==> config.mk <==
export PLATFORM = sky130hd
export DESIGN_NAME = table_shift_add_string_hash
export DESIGN_NICKNAME = d
export VERILOG_FILES = /design/src/rtl/tsah_pkg.sv /design/src/rtl/tsah_front.sv /design/src/rtl/tsah_fifo.sv /design/src/rtl/tsah_back.sv /design/src/rtl/table_shift_add_string_hash.sv
export VERILOG_INCLUDE_DIRS = /design/src /design/src/rtl
export SDC_FILE = /design/constraint.sdc
export NUM_CORES = 1
export LEC_CHECK = 0
export BUFFER_PORTS_ARGS = -buffer_cell sky130_fd_sc_hd__clkbuf_2
export CORE_MARGIN = 1.5
export CORE_UTILIZATION = 45
export DETAILED_ROUTE_END_ITERATION = 7
export PLACE_DENSITY = 0.64
export SLEW_MARGIN = 20
export SYNTH_ARGS = -nofsm -noshare
export SYNTH_HDL_FRONTEND = slang
export SYNTH_SLANG_ARGS = --single-unit
==> constraint.sdc <==
create_clock -name clock -period 5.9 [get_ports clock]
set_input_delay 1.18 -clock clock [delete_from_list [all_inputs] [get_ports clock]]
set_output_delay 1.18 -clock clock [all_outputs]
set_load 0.02 [all_outputs]
==> src/rtl/table_shift_add_string_hash_assert.svh <==
// ----------------------------------------------------------------------------
// String hash assertion macros
// Shared assertion forms for the string hash block.
// ----------------------------------------------------------------------------
`ifndef TABLE_SHIFT_ADD_STRING_HASH_ASSERT_SVH
`define TABLE_SHIFT_ADD_STRING_HASH_ASSERT_SVH

// The consequent must hold in the same cycle as the antecedent.
`define TSAH_ASSERT_SAME(label, clk, rst, ante, cons) \
   label: assert property (@(posedge clk) disable iff (rst) (ante) |-> (cons)) \
      else $error("string hash: same-cycle check failed");

// The consequent must hold in the cycle after the antecedent.
`define TSAH_ASSERT_NEXT(label, clk, rst, ante, cons) \
   label: assert property (@(posedge clk) disable iff (rst) (ante) |=> (cons)) \
      else $error("string hash: next-cycle check failed");

`endif

==> src/rtl/tsah_pkg.sv <==
// ----------------------------------------------------------------------------
// String hash package
// Widths, constants, the byte weight table and the job word type.
// ----------------------------------------------------------------------------
`timescale 1ns / 1ps
`default_nettype none

package tsah_pkg;

   localparam int BYTE_WIDTH   = 8;
   localparam int WEIGHT_WIDTH = 16;
   localparam int HASH_WIDTH   = 32;
   localparam int COUNT_WIDTH  = 31;
   localparam int SHIFT_STEP   = 2;

   localparam logic [HASH_WIDTH-1:0]  HASH_START  = 32'd1;
   localparam logic [COUNT_WIDTH-1:0] COUNT_RESET = 31'd1;

   localparam int DEF_MAX_KEY_CHARS = 16;
   localparam int DEF_FIFO_DEPTH    = 4;

   // Per-byte weights added into the accumulator.
   localparam logic [WEIGHT_WIDTH-1:0] BYTE_WEIGHT [256] = '{
      16'd55927, 16'd27986, 16'd22456, 16'd45590, 16'd1689, 16'd59121, 16'd18631,
      16'd63603, 16'd40390, 16'd56613, 16'd62650, 16'd8113, 16'd2737, 16'd11977,
      16'd61089, 16'd58842, 16'd2410, 16'd61547, 16'd41563, 16'd2425, 16'd20424,
      16'd37079, 16'd57177, 16'd43580, 16'd2818, 16'd31807, 16'd3450, 16'd55588,
      16'd25693, 16'd34820, 16'd36374, 16'd45670, 16'd24319, 16'd4387, 16'd60183,
      16'd64226, 16'd32995, 16'd22335, 16'd38465, 16'd56125, 16'd55526, 16'd15942,
      16'd6802, 16'd62109, 16'd5118, 16'd16579, 16'd49603, 16'd39680, 16'd29578,
      16'd64704, 16'd53231, 16'd55609, 16'd38595, 16'd25942, 16'd38731, 16'd4745,
      16'd10578, 16'd17107, 16'd50707, 16'd16854, 16'd43260, 16'd19334, 16'd28806,
      16'd1674, 16'd38008, 16'd48937, 16'd30983, 16'd34571, 16'd30050, 16'd3819,
      16'd6245, 16'd49362, 16'd22343, 16'd48154, 16'd26676, 16'd32810, 16'd24032,
      16'd14186, 16'd61786, 16'd55688, 16'd19548, 16'd10980, 16'd24742, 16'd40577,
      16'd61398, 16'd14446, 16'd41882, 16'd59500, 16'd32486, 16'd55027, 16'd53065,
      16'd29332, 16'd8275, 16'd38959, 16'd21339, 16'd7706, 16'd60134, 16'd49432,
      16'd6958, 16'd39270, 16'd53338, 16'd48876, 16'd24343, 16'd50503, 16'd1391,
      16'd41684, 16'd1990, 16'd4527, 16'd39197, 16'd28210, 16'd42439, 16'd44036,
      16'd3302, 16'd39308, 16'd7973, 16'd63780, 16'd57413, 16'd57364, 16'd21801,
      16'd29944, 16'd8514, 16'd63955, 16'd9280, 16'd45491, 16'd13351, 16'd36466,
      16'd16378, 16'd53416, 16'd9293, 16'd19109, 16'd36143, 16'd28358, 16'd61455,
      16'd41524, 16'd48188, 16'd40625, 16'd25056, 16'd26791, 16'd1387, 16'd10877,
      16'd10361, 16'd2702, 16'd2417, 16'd63241, 16'd42, 16'd53610, 16'd63504,
      16'd758, 16'd57170, 16'd15420, 16'd16093, 16'd6979, 16'd14314, 16'd5799,
      16'd8732, 16'd65415, 16'd32827, 16'd39108, 16'd49607, 16'd20425, 16'd21680,
      16'd31107, 16'd11438, 16'd15871, 16'd42182, 16'd32184, 16'd17336, 16'd40226,
      16'd32031, 16'd44490, 16'd20295, 16'd34794, 16'd8374, 16'd64499, 16'd18618,
      16'd31019, 16'd17198, 16'd50484, 16'd64011, 16'd20428, 16'd22083, 16'd14041,
      16'd13721, 16'd22623, 16'd64609, 16'd17060, 16'd34817, 16'd5730, 16'd53843,
      16'd27545, 16'd58917, 16'd10002, 16'd57876, 16'd21861, 16'd63822, 16'd14310,
      16'd12482, 16'd41068, 16'd52078, 16'd43695, 16'd63920, 16'd15470, 16'd46462,
      16'd8522, 16'd18586, 16'd64469, 16'd37382, 16'd51966, 16'd50419, 16'd53661,
      16'd21947, 16'd60793, 16'd41051, 16'd50144, 16'd20546, 16'd50018, 16'd47661,
      16'd15613, 16'd30483, 16'd27290, 16'd10804, 16'd1380, 16'd15481, 16'd15381,
      16'd33917, 16'd53249, 16'd38069, 16'd34638, 16'd18503, 16'd58179, 16'd60226,
      16'd19308, 16'd3095, 16'd2248, 16'd59956, 16'd10223, 16'd6376, 16'd36263,
      16'd5562, 16'd24342, 16'd18048, 16'd48473, 16'd24002, 16'd25553, 16'd2782,
      16'd57668, 16'd59323, 16'd3422, 16'd52944, 16'd28390, 16'd29302, 16'd10883,
      16'd47521, 16'd44699, 16'd54822, 16'd52838
   };

   // One finished key handed from the front end to the back end.
   typedef struct packed {
      logic [COUNT_WIDTH-1:0] bucket_count;
      logic [HASH_WIDTH-1:0]  hash;
   } job_type;

endpackage

`default_nettype wire

==> src/rtl/tsah_front.sv <==
// ----------------------------------------------------------------------------
// String hash front end
// Takes key bytes, accumulates the hash and queues a job at each key end.
// ----------------------------------------------------------------------------
`timescale 1ns / 1ps
`default_nettype none

module tsah_front #(
   parameter int MAX_KEY_CHARS = tsah_pkg::DEF_MAX_KEY_CHARS
) (
   input  wire logic                            clock,
   input  wire logic                            reset,
   input  wire logic [tsah_pkg::BYTE_WIDTH-1:0]  req_key_byte,
   input  wire logic                            req_push,
   output      logic                            req_full,
   input  wire logic                            csr_wr_en,
   input  wire logic [tsah_pkg::COUNT_WIDTH-1:0] csr_wr_data,
   output      logic                            job_push,
   output      tsah_pkg::job_type               job_word,
   input  wire logic                            job_full
);
   import tsah_pkg::*;

   localparam int CNT_W = $clog2(MAX_KEY_CHARS + 1);

   logic [HASH_WIDTH-1:0]  acc_ff, acc_in;
   logic [CNT_W-1:0]       cnt_ff, cnt_in;
   logic [COUNT_WIDTH-1:0] bucket_count_ff;
   logic                   take;
   logic                   key_end;

   // A word is taken whenever the job queue has room.
   assign req_full = job_full;
   assign take     = req_push && !job_full;
   assign key_end  = (req_key_byte == '0);

   // The key end pushes the finished hash together with the bucket count.
   assign job_push              = take && key_end;
   assign job_word.hash         = acc_ff;
   assign job_word.bucket_count = bucket_count_ff;

   // Shift-add step for the first bytes of a key; restart at the key end.
   always_comb begin
      acc_in = acc_ff;
      cnt_in = cnt_ff;
      if (take) begin
         if (key_end) begin
            acc_in = HASH_START;
            cnt_in = '0;
         end else if (cnt_ff < CNT_W'(MAX_KEY_CHARS)) begin
            acc_in = (acc_ff << SHIFT_STEP) + HASH_WIDTH'(BYTE_WEIGHT[req_key_byte]);
            cnt_in = cnt_ff + 1'b1;
         end
      end
   end

   always_ff @(posedge clock) begin
      if (reset) begin
         acc_ff <= HASH_START;
         cnt_ff <= '0;
      end else begin
         acc_ff <= acc_in;
         cnt_ff <= cnt_in;
      end
   end

   // Bucket count register.
   always_ff @(posedge clock) begin
      if (reset) begin
         bucket_count_ff <= COUNT_RESET;
      end else if (csr_wr_en) begin
         bucket_count_ff <= csr_wr_data;
      end
   end

endmodule

`default_nettype wire

==> src/rtl/tsah_fifo.sv <==
// ----------------------------------------------------------------------------
// String hash job queue
// Short queue of finished keys between the front end and the back end.
// ----------------------------------------------------------------------------
`timescale 1ns / 1ps
`default_nettype none

module tsah_fifo #(
   parameter int DEPTH = tsah_pkg::DEF_FIFO_DEPTH
) (
   input  wire logic              clock,
   input  wire logic              reset,
   input  wire logic              push,
   input  wire tsah_pkg::job_type push_word,
   output      logic              full,
   input  wire logic              pop,
   output      tsah_pkg::job_type pop_word,
   output      logic              empty
);
   import tsah_pkg::*;

   localparam int PTR_W = $clog2(DEPTH);
   localparam int CNT_W = $clog2(DEPTH + 1);

   job_type          mem_ff [DEPTH];
   logic [PTR_W-1:0] wr_ptr_ff, rd_ptr_ff;
   logic [CNT_W-1:0] cnt_ff;
   logic             do_push, do_pop;

   assign full     = (cnt_ff == CNT_W'(DEPTH));
   assign empty    = (cnt_ff == '0);
   assign do_push  = push && !full;
   assign do_pop   = pop && !empty;
   assign pop_word = mem_ff[rd_ptr_ff];

   // Storage.
   always_ff @(posedge clock) begin
      if (do_push) begin
         mem_ff[wr_ptr_ff] <= push_word;
      end
   end

   // Pointers wrap at the depth; the count tracks occupancy.
   always_ff @(posedge clock) begin
      if (reset) begin
         wr_ptr_ff <= '0;
         rd_ptr_ff <= '0;
         cnt_ff    <= '0;
      end else begin
         if (do_push) begin
            wr_ptr_ff <= (wr_ptr_ff == PTR_W'(DEPTH - 1)) ? '0 : wr_ptr_ff + 1'b1;
         end
         if (do_pop) begin
            rd_ptr_ff <= (rd_ptr_ff == PTR_W'(DEPTH - 1)) ? '0 : rd_ptr_ff + 1'b1;
         end
         if (do_push && !do_pop) begin
            cnt_ff <= cnt_ff + 1'b1;
         end else if (do_pop && !do_push) begin
            cnt_ff <= cnt_ff - 1'b1;
         end
      end
   end

endmodule

`default_nettype wire

==> src/rtl/tsah_back.sv <==
// ----------------------------------------------------------------------------
// String hash back end
// Restoring remainder unit, one dividend bit per cycle bar result word stalls.
// ----------------------------------------------------------------------------
`timescale 1ns / 1ps
`default_nettype none

`include "table_shift_add_string_hash_assert.svh"

module tsah_back (
   input  wire logic                            clock,
   input  wire logic                            reset,
   input  wire tsah_pkg::job_type               job_word,
   input  wire logic                            job_empty,
   output      logic                            job_pop,
   output      logic                            rsp_empty,
   input  wire logic                            rsp_pop,
   output      logic [tsah_pkg::COUNT_WIDTH-1:0] rsp_bucket_index,
   output      logic [tsah_pkg::HASH_WIDTH-1:0]  rsp_hash_value
);
   import tsah_pkg::*;

   localparam int                STEP_W    = $clog2(HASH_WIDTH);
   localparam logic [STEP_W-1:0] STEP_LAST = STEP_W'(HASH_WIDTH - 1);

   typedef enum logic [1:0] {
      ST_IDLE = 2'b01,
      ST_RUN  = 2'b10
   } state_type;

   state_type              state_ff, state_in;
   logic [STEP_W-1:0]      step_ff;
   logic [COUNT_WIDTH-1:0] div_ff;
   logic [COUNT_WIDTH-1:0] rem_ff, rem_next;
   logic [HASH_WIDTH-1:0]  dvd_ff;
   logic [HASH_WIDTH-1:0]  hash_ff;
   logic [HASH_WIDTH-1:0]  rem_shift, rem_diff;
   logic                   out_valid_ff;
   logic                   out_take, out_load, last_step;

   // One restoring step: bring in the next dividend bit, subtract if it fits.
   always_comb begin
      rem_shift = {rem_ff, dvd_ff[HASH_WIDTH-1]};
      rem_diff  = rem_shift - {1'b0, div_ff};
      if (rem_shift >= {1'b0, div_ff}) begin
         rem_next = rem_diff[COUNT_WIDTH-1:0];
      end else begin
         rem_next = rem_shift[COUNT_WIDTH-1:0];
      end
   end

   assign last_step = (state_ff == ST_RUN) && (step_ff == STEP_LAST);
   assign out_take  = rsp_pop && out_valid_ff;
   assign out_load  = last_step && (!out_valid_ff || out_take);
   assign job_pop   = (state_ff == ST_IDLE) && !job_empty;
   assign rsp_empty = !out_valid_ff;

   // Sequencer: load a job, run the steps, hold the last one until the
   // result word is free.
   always_comb begin
      state_in = state_ff;
      unique case (state_ff)
         ST_IDLE: begin
            if (!job_empty) begin
               state_in = ST_RUN;
            end
         end
         ST_RUN: begin
            if (out_load) begin
               state_in = ST_IDLE;
            end
         end
         default: state_in = ST_IDLE;
      endcase
   end

   always_ff @(posedge clock) begin
      if (reset) begin
         state_ff <= ST_IDLE;
      end else begin
         state_ff <= state_in;
      end
   end

   // Datapath of the remainder unit.
   always_ff @(posedge clock) begin
      if (job_pop) begin
         div_ff  <= job_word.bucket_count;
         dvd_ff  <= job_word.hash;
         hash_ff <= job_word.hash;
         rem_ff  <= '0;
         step_ff <= '0;
      end else if ((state_ff == ST_RUN) && !last_step) begin
         rem_ff  <= rem_next;
         dvd_ff  <= dvd_ff << 1;
         step_ff <= step_ff + 1'b1;
      end
   end

   // Result word; a zero bucket count gives index zero.
   always_ff @(posedge clock) begin
      if (out_load) begin
         rsp_bucket_index <= (div_ff == '0) ? '0 : rem_next;
         rsp_hash_value   <= hash_ff;
      end
   end

   always_ff @(posedge clock) begin
      if (reset) begin
         out_valid_ff <= 1'b0;
      end else if (out_load) begin
         out_valid_ff <= 1'b1;
      end else if (out_take) begin
         out_valid_ff <= 1'b0;
      end
   end

   // The partial remainder always stays below a nonzero divisor.
   `TSAH_ASSERT_SAME(a_rem_below_div, clock, reset,
      (state_ff == ST_RUN) && (div_ff != '0), rem_ff < div_ff)
   // A job is only taken while the unit is free.
   `TSAH_ASSERT_SAME(a_pop_when_idle, clock, reset, job_pop, state_ff == ST_IDLE)
   // Finishing the last step always leaves a result word waiting.
   `TSAH_ASSERT_NEXT(a_load_gives_word, clock, reset, out_load,
      out_valid_ff && (state_ff == ST_IDLE))

endmodule

`default_nettype wire

==> src/rtl/table_shift_add_string_hash.sv <==
// Key bytes enter at one per cycle while req_full is low, and a zero byte
// closes the key. Each key yields one word holding the raw hash and the hash
// modulo the bucket count. The front end never stalls a key's bytes while the
// job queue has room (FIFO_DEPTH finished keys). The back end's bit-serial
// remainder unit loads a finished key, then takes one dividend bit per cycle,
// holding the last while the result word is full; it takes no new key before
// the last is done, so short keys back up into req_full once the queue fills.
// A finished word waits in its own register while the next key runs up to its
// last bit. Each key uses the bucket count written before its zero byte.
// ----------------------------------------------------------------------------
// String hash top level
// Table-driven shift-add string hash with a bucket index per key.
// ----------------------------------------------------------------------------
`timescale 1ns / 1ps
`default_nettype none

module table_shift_add_string_hash #(
   parameter int MAX_KEY_CHARS = tsah_pkg::DEF_MAX_KEY_CHARS,
   parameter int FIFO_DEPTH    = tsah_pkg::DEF_FIFO_DEPTH
) (
   input  wire logic                            clock,
   input  wire logic                            reset,
   input  wire logic [tsah_pkg::BYTE_WIDTH-1:0]  req_key_byte,
   input  wire logic                            req_push,
   output      logic                            req_full,
   output      logic                            rsp_empty,
   input  wire logic                            rsp_pop,
   output      logic [tsah_pkg::COUNT_WIDTH-1:0] rsp_bucket_index,
   output      logic [tsah_pkg::HASH_WIDTH-1:0]  rsp_hash_value,
   input  wire logic                            csr_wr_en,
   input  wire logic [tsah_pkg::COUNT_WIDTH-1:0] csr_wr_data
);
   import tsah_pkg::*;

   logic    job_push, job_full, job_pop, job_empty;
   job_type job_in_word, job_out_word;

   // Byte intake and hash accumulation.
   tsah_front #(
      .MAX_KEY_CHARS (MAX_KEY_CHARS)
   ) u_front (
      .clock        (clock),
      .reset        (reset),
      .req_key_byte (req_key_byte),
      .req_push     (req_push),
      .req_full     (req_full),
      .csr_wr_en    (csr_wr_en),
      .csr_wr_data  (csr_wr_data),
      .job_push     (job_push),
      .job_word     (job_in_word),
      .job_full     (job_full)
   );

   // Finished keys waiting for the remainder unit.
   tsah_fifo #(
      .DEPTH (FIFO_DEPTH)
   ) u_fifo (
      .clock     (clock),
      .reset     (reset),
      .push      (job_push),
      .push_word (job_in_word),
      .full      (job_full),
      .pop       (job_pop),
      .pop_word  (job_out_word),
      .empty     (job_empty)
   );

   // Bucket index computation and result word.
   tsah_back u_back (
      .clock            (clock),
      .reset            (reset),
      .job_word         (job_out_word),
      .job_empty        (job_empty),
      .job_pop          (job_pop),
      .rsp_empty        (rsp_empty),
      .rsp_pop          (rsp_pop),
      .rsp_bucket_index (rsp_bucket_index),
      .rsp_hash_value   (rsp_hash_value)
   );

endmodule

`default_nettype wire
==> summary.txt <==
Status: finished clean
Seq/Total Area, Yosys: 0.538
Met3 wire length: 6.60 mm
Routed WL per cell: 27.3 um
Post-synth top area cell: edfxtp_1
Crit end category: flop
Fin crit period: 5.55 ns
# setup viols final: 0
DR top layer: met5
RSZ-0062 raised after global routing: no
Synth Register Bits: 526
Core Footprint: 59400 um^2
Vias: 21900
Fmax: 180 MHz
CTS tree: done
Initial Utilization: 0.458
Die width: 249 um
CP bufs+invs: 5
Antenna Nets Post-Route: 0
Syn. warnings: 0
R2r startpoint: u_back.div_ff[0]
# IOs: 109
Drt drc: 0
Top_reg_cell synth: edfxtp_1
Hold Path Class: reg2reg
Worst Max-Slew Pin Slew: 0.808 ns
EDFF count, synth: 410
Max stage delay on crit path: 0.50 ns
HP Start: u_back.hash_ff[11]
Fin cells: 3575
Worst r2r path cells: 11
Clock Skew: 0.0694 ns
Layout cells sized above 1: 0.219
Synth Cell Area: 27200 um^2
Mean number of vias per cell: 6.11
Clock slew at reported path FFs: 0.07 ns
Worst path required time: 6.40 ns
Lkg Pwr: 12.3 nW
H-tree depth: 2
CTS max path bufs: 3
Die Y: 249 um
CTS Sinks: 526
Setup Buffers After CTS: 0
WL met1: 40.9 mm
Vias in the first global route: 21400
Ranking of synthesized cells by area: edfxtp_1, dfxtp_1, mux4_2, nand2_1, ha_1
Worst path top cell family by delay: compound AO/OA/AOI/OAI gates
Final worst path period share: 0.941
Worst-skew pair later-pin latency: 0.62 ns
Crit. path cell count: 22
CTS root buffer: clkbuf_16
Initial antenna violation count: 3
Synthesized area per cell: 11.0 um^2
Final Slew Violations: 0
Worst hold slack: 0.417 ns
Cell chain of the critical path: clkbuf_2 > clkinv_1 > ha_1 > buf_4 > nor2_1 > buf_4 > nor2_1 > o21ai_1 > a211o_1 > o21ai_0 > mux4_2 > ha_1 > nand3_1 > nand2_1 > a31oi_1 > o21ai_0 > a2111oi_0 > buf_4 > nor2_1 > nand4_1 > xnor2_1 > a22o_1
Async set-reset flop share out of synthesis: 0
Drt total wl: 97.5 mm
Synth cell types: 85
WHS Path Cells: 0
Gpl congestion: 1.03
Setup crit start kind: primary input
Max-Slew Margin vs Limit: 0.461
Rows: 89
TritonRoute pass-1 iters: 6
Cts hold-fix bufs: 0
Total track usage: 0.313
Final hold vios: 0
Maximum vdd drop: 0.315 mV
Layout area overhead: 19.1%
Post-synth top area share: 0.453
Clock buffer count from CTS: 52
Slowest CP cell: o21ai_1
DP Area: 30500 um^2
Placed cells: 3477
Global-route wire length before repair: 144 mm
Syn Nets: 2598
Post-DP HPWL: 71.7 mm
Post-Syn Instances: 2471
# nets final: 2885
Critical path origin: req_key_byte[1]
Crit-path max FO: 10
Max cap viols: 0
Die area: 61900 um^2
CP arrival: 6.05 ns
Pin count of the biggest net entering global routing: 77
PwrDens: 363 nW/um^2
Met2 WL: 44.0 mm
Grt total ovfl: 0
1st-iter DRT viols: 2285
Design area: 32400 um^2
ANT cells: 0
IO buf count: 108
Crit Path Class: in2reg
[layout by cell type, fill, tap and decap left out, types with 15 or more instances in the layout]
| master | instances |
|---|---|
| a211oi_1 | 37 |
| nor2b_1 | 23 |
| nor3_1 | 52 |
| o211ai_1 | 31 |
| o21ai_1 | 39 |
| a22o_1 | 21 |
| a21o_1 | 22 |
| dfxtp_1 | 114 |
| nand2b_1 | 26 |
| o311ai_0 | 15 |
| clkbuf_2 | 105 |
| a21oi_1 | 176 |
| mux2i_1 | 50 |
| xor2_1 | 27 |
| clkbuf_16 | 52 |
| mux4_2 | 82 |
| o31ai_1 | 15 |
| nor2_1 | 214 |
| edfxtp_1 | 410 |
| buf_4 | 293 |
| a31oi_1 | 35 |
| o21ai_0 | 148 |
| nand2_1 | 301 |
| nand3_1 | 54 |
| xnor2_1 | 33 |
| ha_1 | 80 |
| inv_1 | 54 |
| o22ai_1 | 16 |
[worst register-to-register path, delay by kind of cell, from the launching register on]
| family | cells | cell delay, ns |
|---|---|---|
| buffers and inverters | 1 | 0.47 |
| flip-flops | 1 | 0.46 |
| multiplexers | 1 | 0.34 |
| AO/OA/AOI/OAI | 4 | 1.32 |
| adder cells (fa/ha/maj) | 2 | 0.66 |
| AND/OR/NAND/NOR | 3 | 0.43 |
[registers in the layout, summed over array words and instances, names as in the netlist, 5 cells and up, named ones only]
name,flops
u_fifo.mem_ff,252
u_back.rsp_bucket_index,31
u_back.rem_ff,31
u_front.bucket_count_ff,31
u_back.dvd_ff,32
u_front.cnt_ff,5
u_back.div_ff,31
u_front.acc_ff,32
u_back.step_ff,5
u_back.rsp_hash_value,32
u_back.hash_ff,32
[cell families after synthesis]
| family | share of synthesized area |
|---|---|
| buf+inv | 0.0353 |
| mux | 0.0877 |
| fa+ha+maj | 0.0390 |
| compound gates | 0.160 |
| flops | 0.538 |
| simple gates | 0.121 |
| xor+xnor | 0.0193 |
[metal layers]
layer / GRT usage / vias to the layer above
met5: 0 / -
met4: 0.169 / 2
met3: 0.0455 / 232
met2: 0.489 / 963
met1: 0.422 / 10800
li1: - / 9854
[area by class of cell]
type                    count  area (um^2)
well taps                 773          967
fillers                  5075        27000
repair buffers            412         3010
flip-flops and latches    526        14600
clock buffers              68         1420
multi-input cells        1704        11600
clock inverters            30          484
inverters                  62          233
[synth_stat cells, types with 9 or more instances]
| master | instances |
|---|---|
| and3_1 | 12 |
| and2_1 | 14 |
| nand3_1 | 54 |
| o21ai_0 | 149 |
| clkbuf_1 | 106 |
| nor2_1 | 216 |
| dfxtp_1 | 116 |
| nor3_1 | 52 |
| or2_2 | 9 |
| o22ai_1 | 16 |
| xor2_1 | 27 |
| buf_1 | 42 |
| a22oi_1 | 10 |
| inv_1 | 55 |
| mux4_2 | 82 |
| o31ai_1 | 15 |
| o311ai_0 | 15 |
| nor4_1 | 9 |
| ha_1 | 80 |
| o21a_1 | 12 |
| edfxtp_1 | 410 |
| a311oi_1 | 14 |
| nand2b_1 | 26 |
| a22o_1 | 21 |
| a211oi_1 | 37 |
| nand2_1 | 301 |
| o21ai_1 | 38 |
| nor2b_1 | 23 |
| o211ai_1 | 31 |
| mux2i_1 | 50 |
| a21o_1 | 22 |
| a31oi_1 | 35 |
| a221oi_1 | 11 |
| a21oi_1 | 177 |
| nand4_1 | 10 |
| buf_2 | 25 |
| xnor2_1 | 33 |
[worst paths after layout]
check	end	slack [ns]
worst max register to register	u_back.rsp_bucket_index[16]	1.98
worst min register to register	u_back.rsp_hash_value[11]	0.42
worst min-delay path	u_back.rsp_hash_value[11]	0.42
worst max-delay path	u_front.acc_ff[26]	0.35
[what timing repair did]
| item | CTS | global route |
|---|---|---|
| resized for setup | 0 | 2 |
| setup endpoints to repair | 0 | 3 |
| endpoints found under the hold margin | 0 | 0 |
[stage by stage]
stage	total power [mW]	TNS (ns)	setup WS, ns	util
floorplan	6.98	0	0.0343	-
global placement	8.18	-2.79	-0.367	0.513
detailed placement	8.24	-3.51	-0.359	0.513
CTS	11.8	0	0.283	0.545
global route	12.3	0	0.0585	0.546
finish	11.8	0	0.348	0.546
[power by group]
part / internal (mW) / switching (mW) / total [mW]
Combinational: 1.15 / 1.90 / 3.06
Clock: 2.16 / 1.42 / 3.57
Sequential: 4.72 / 0.409 / 5.13
Total: 8.03 / 3.73 / 11.8
Note: power is estimated with default switching activity, not from simulation.
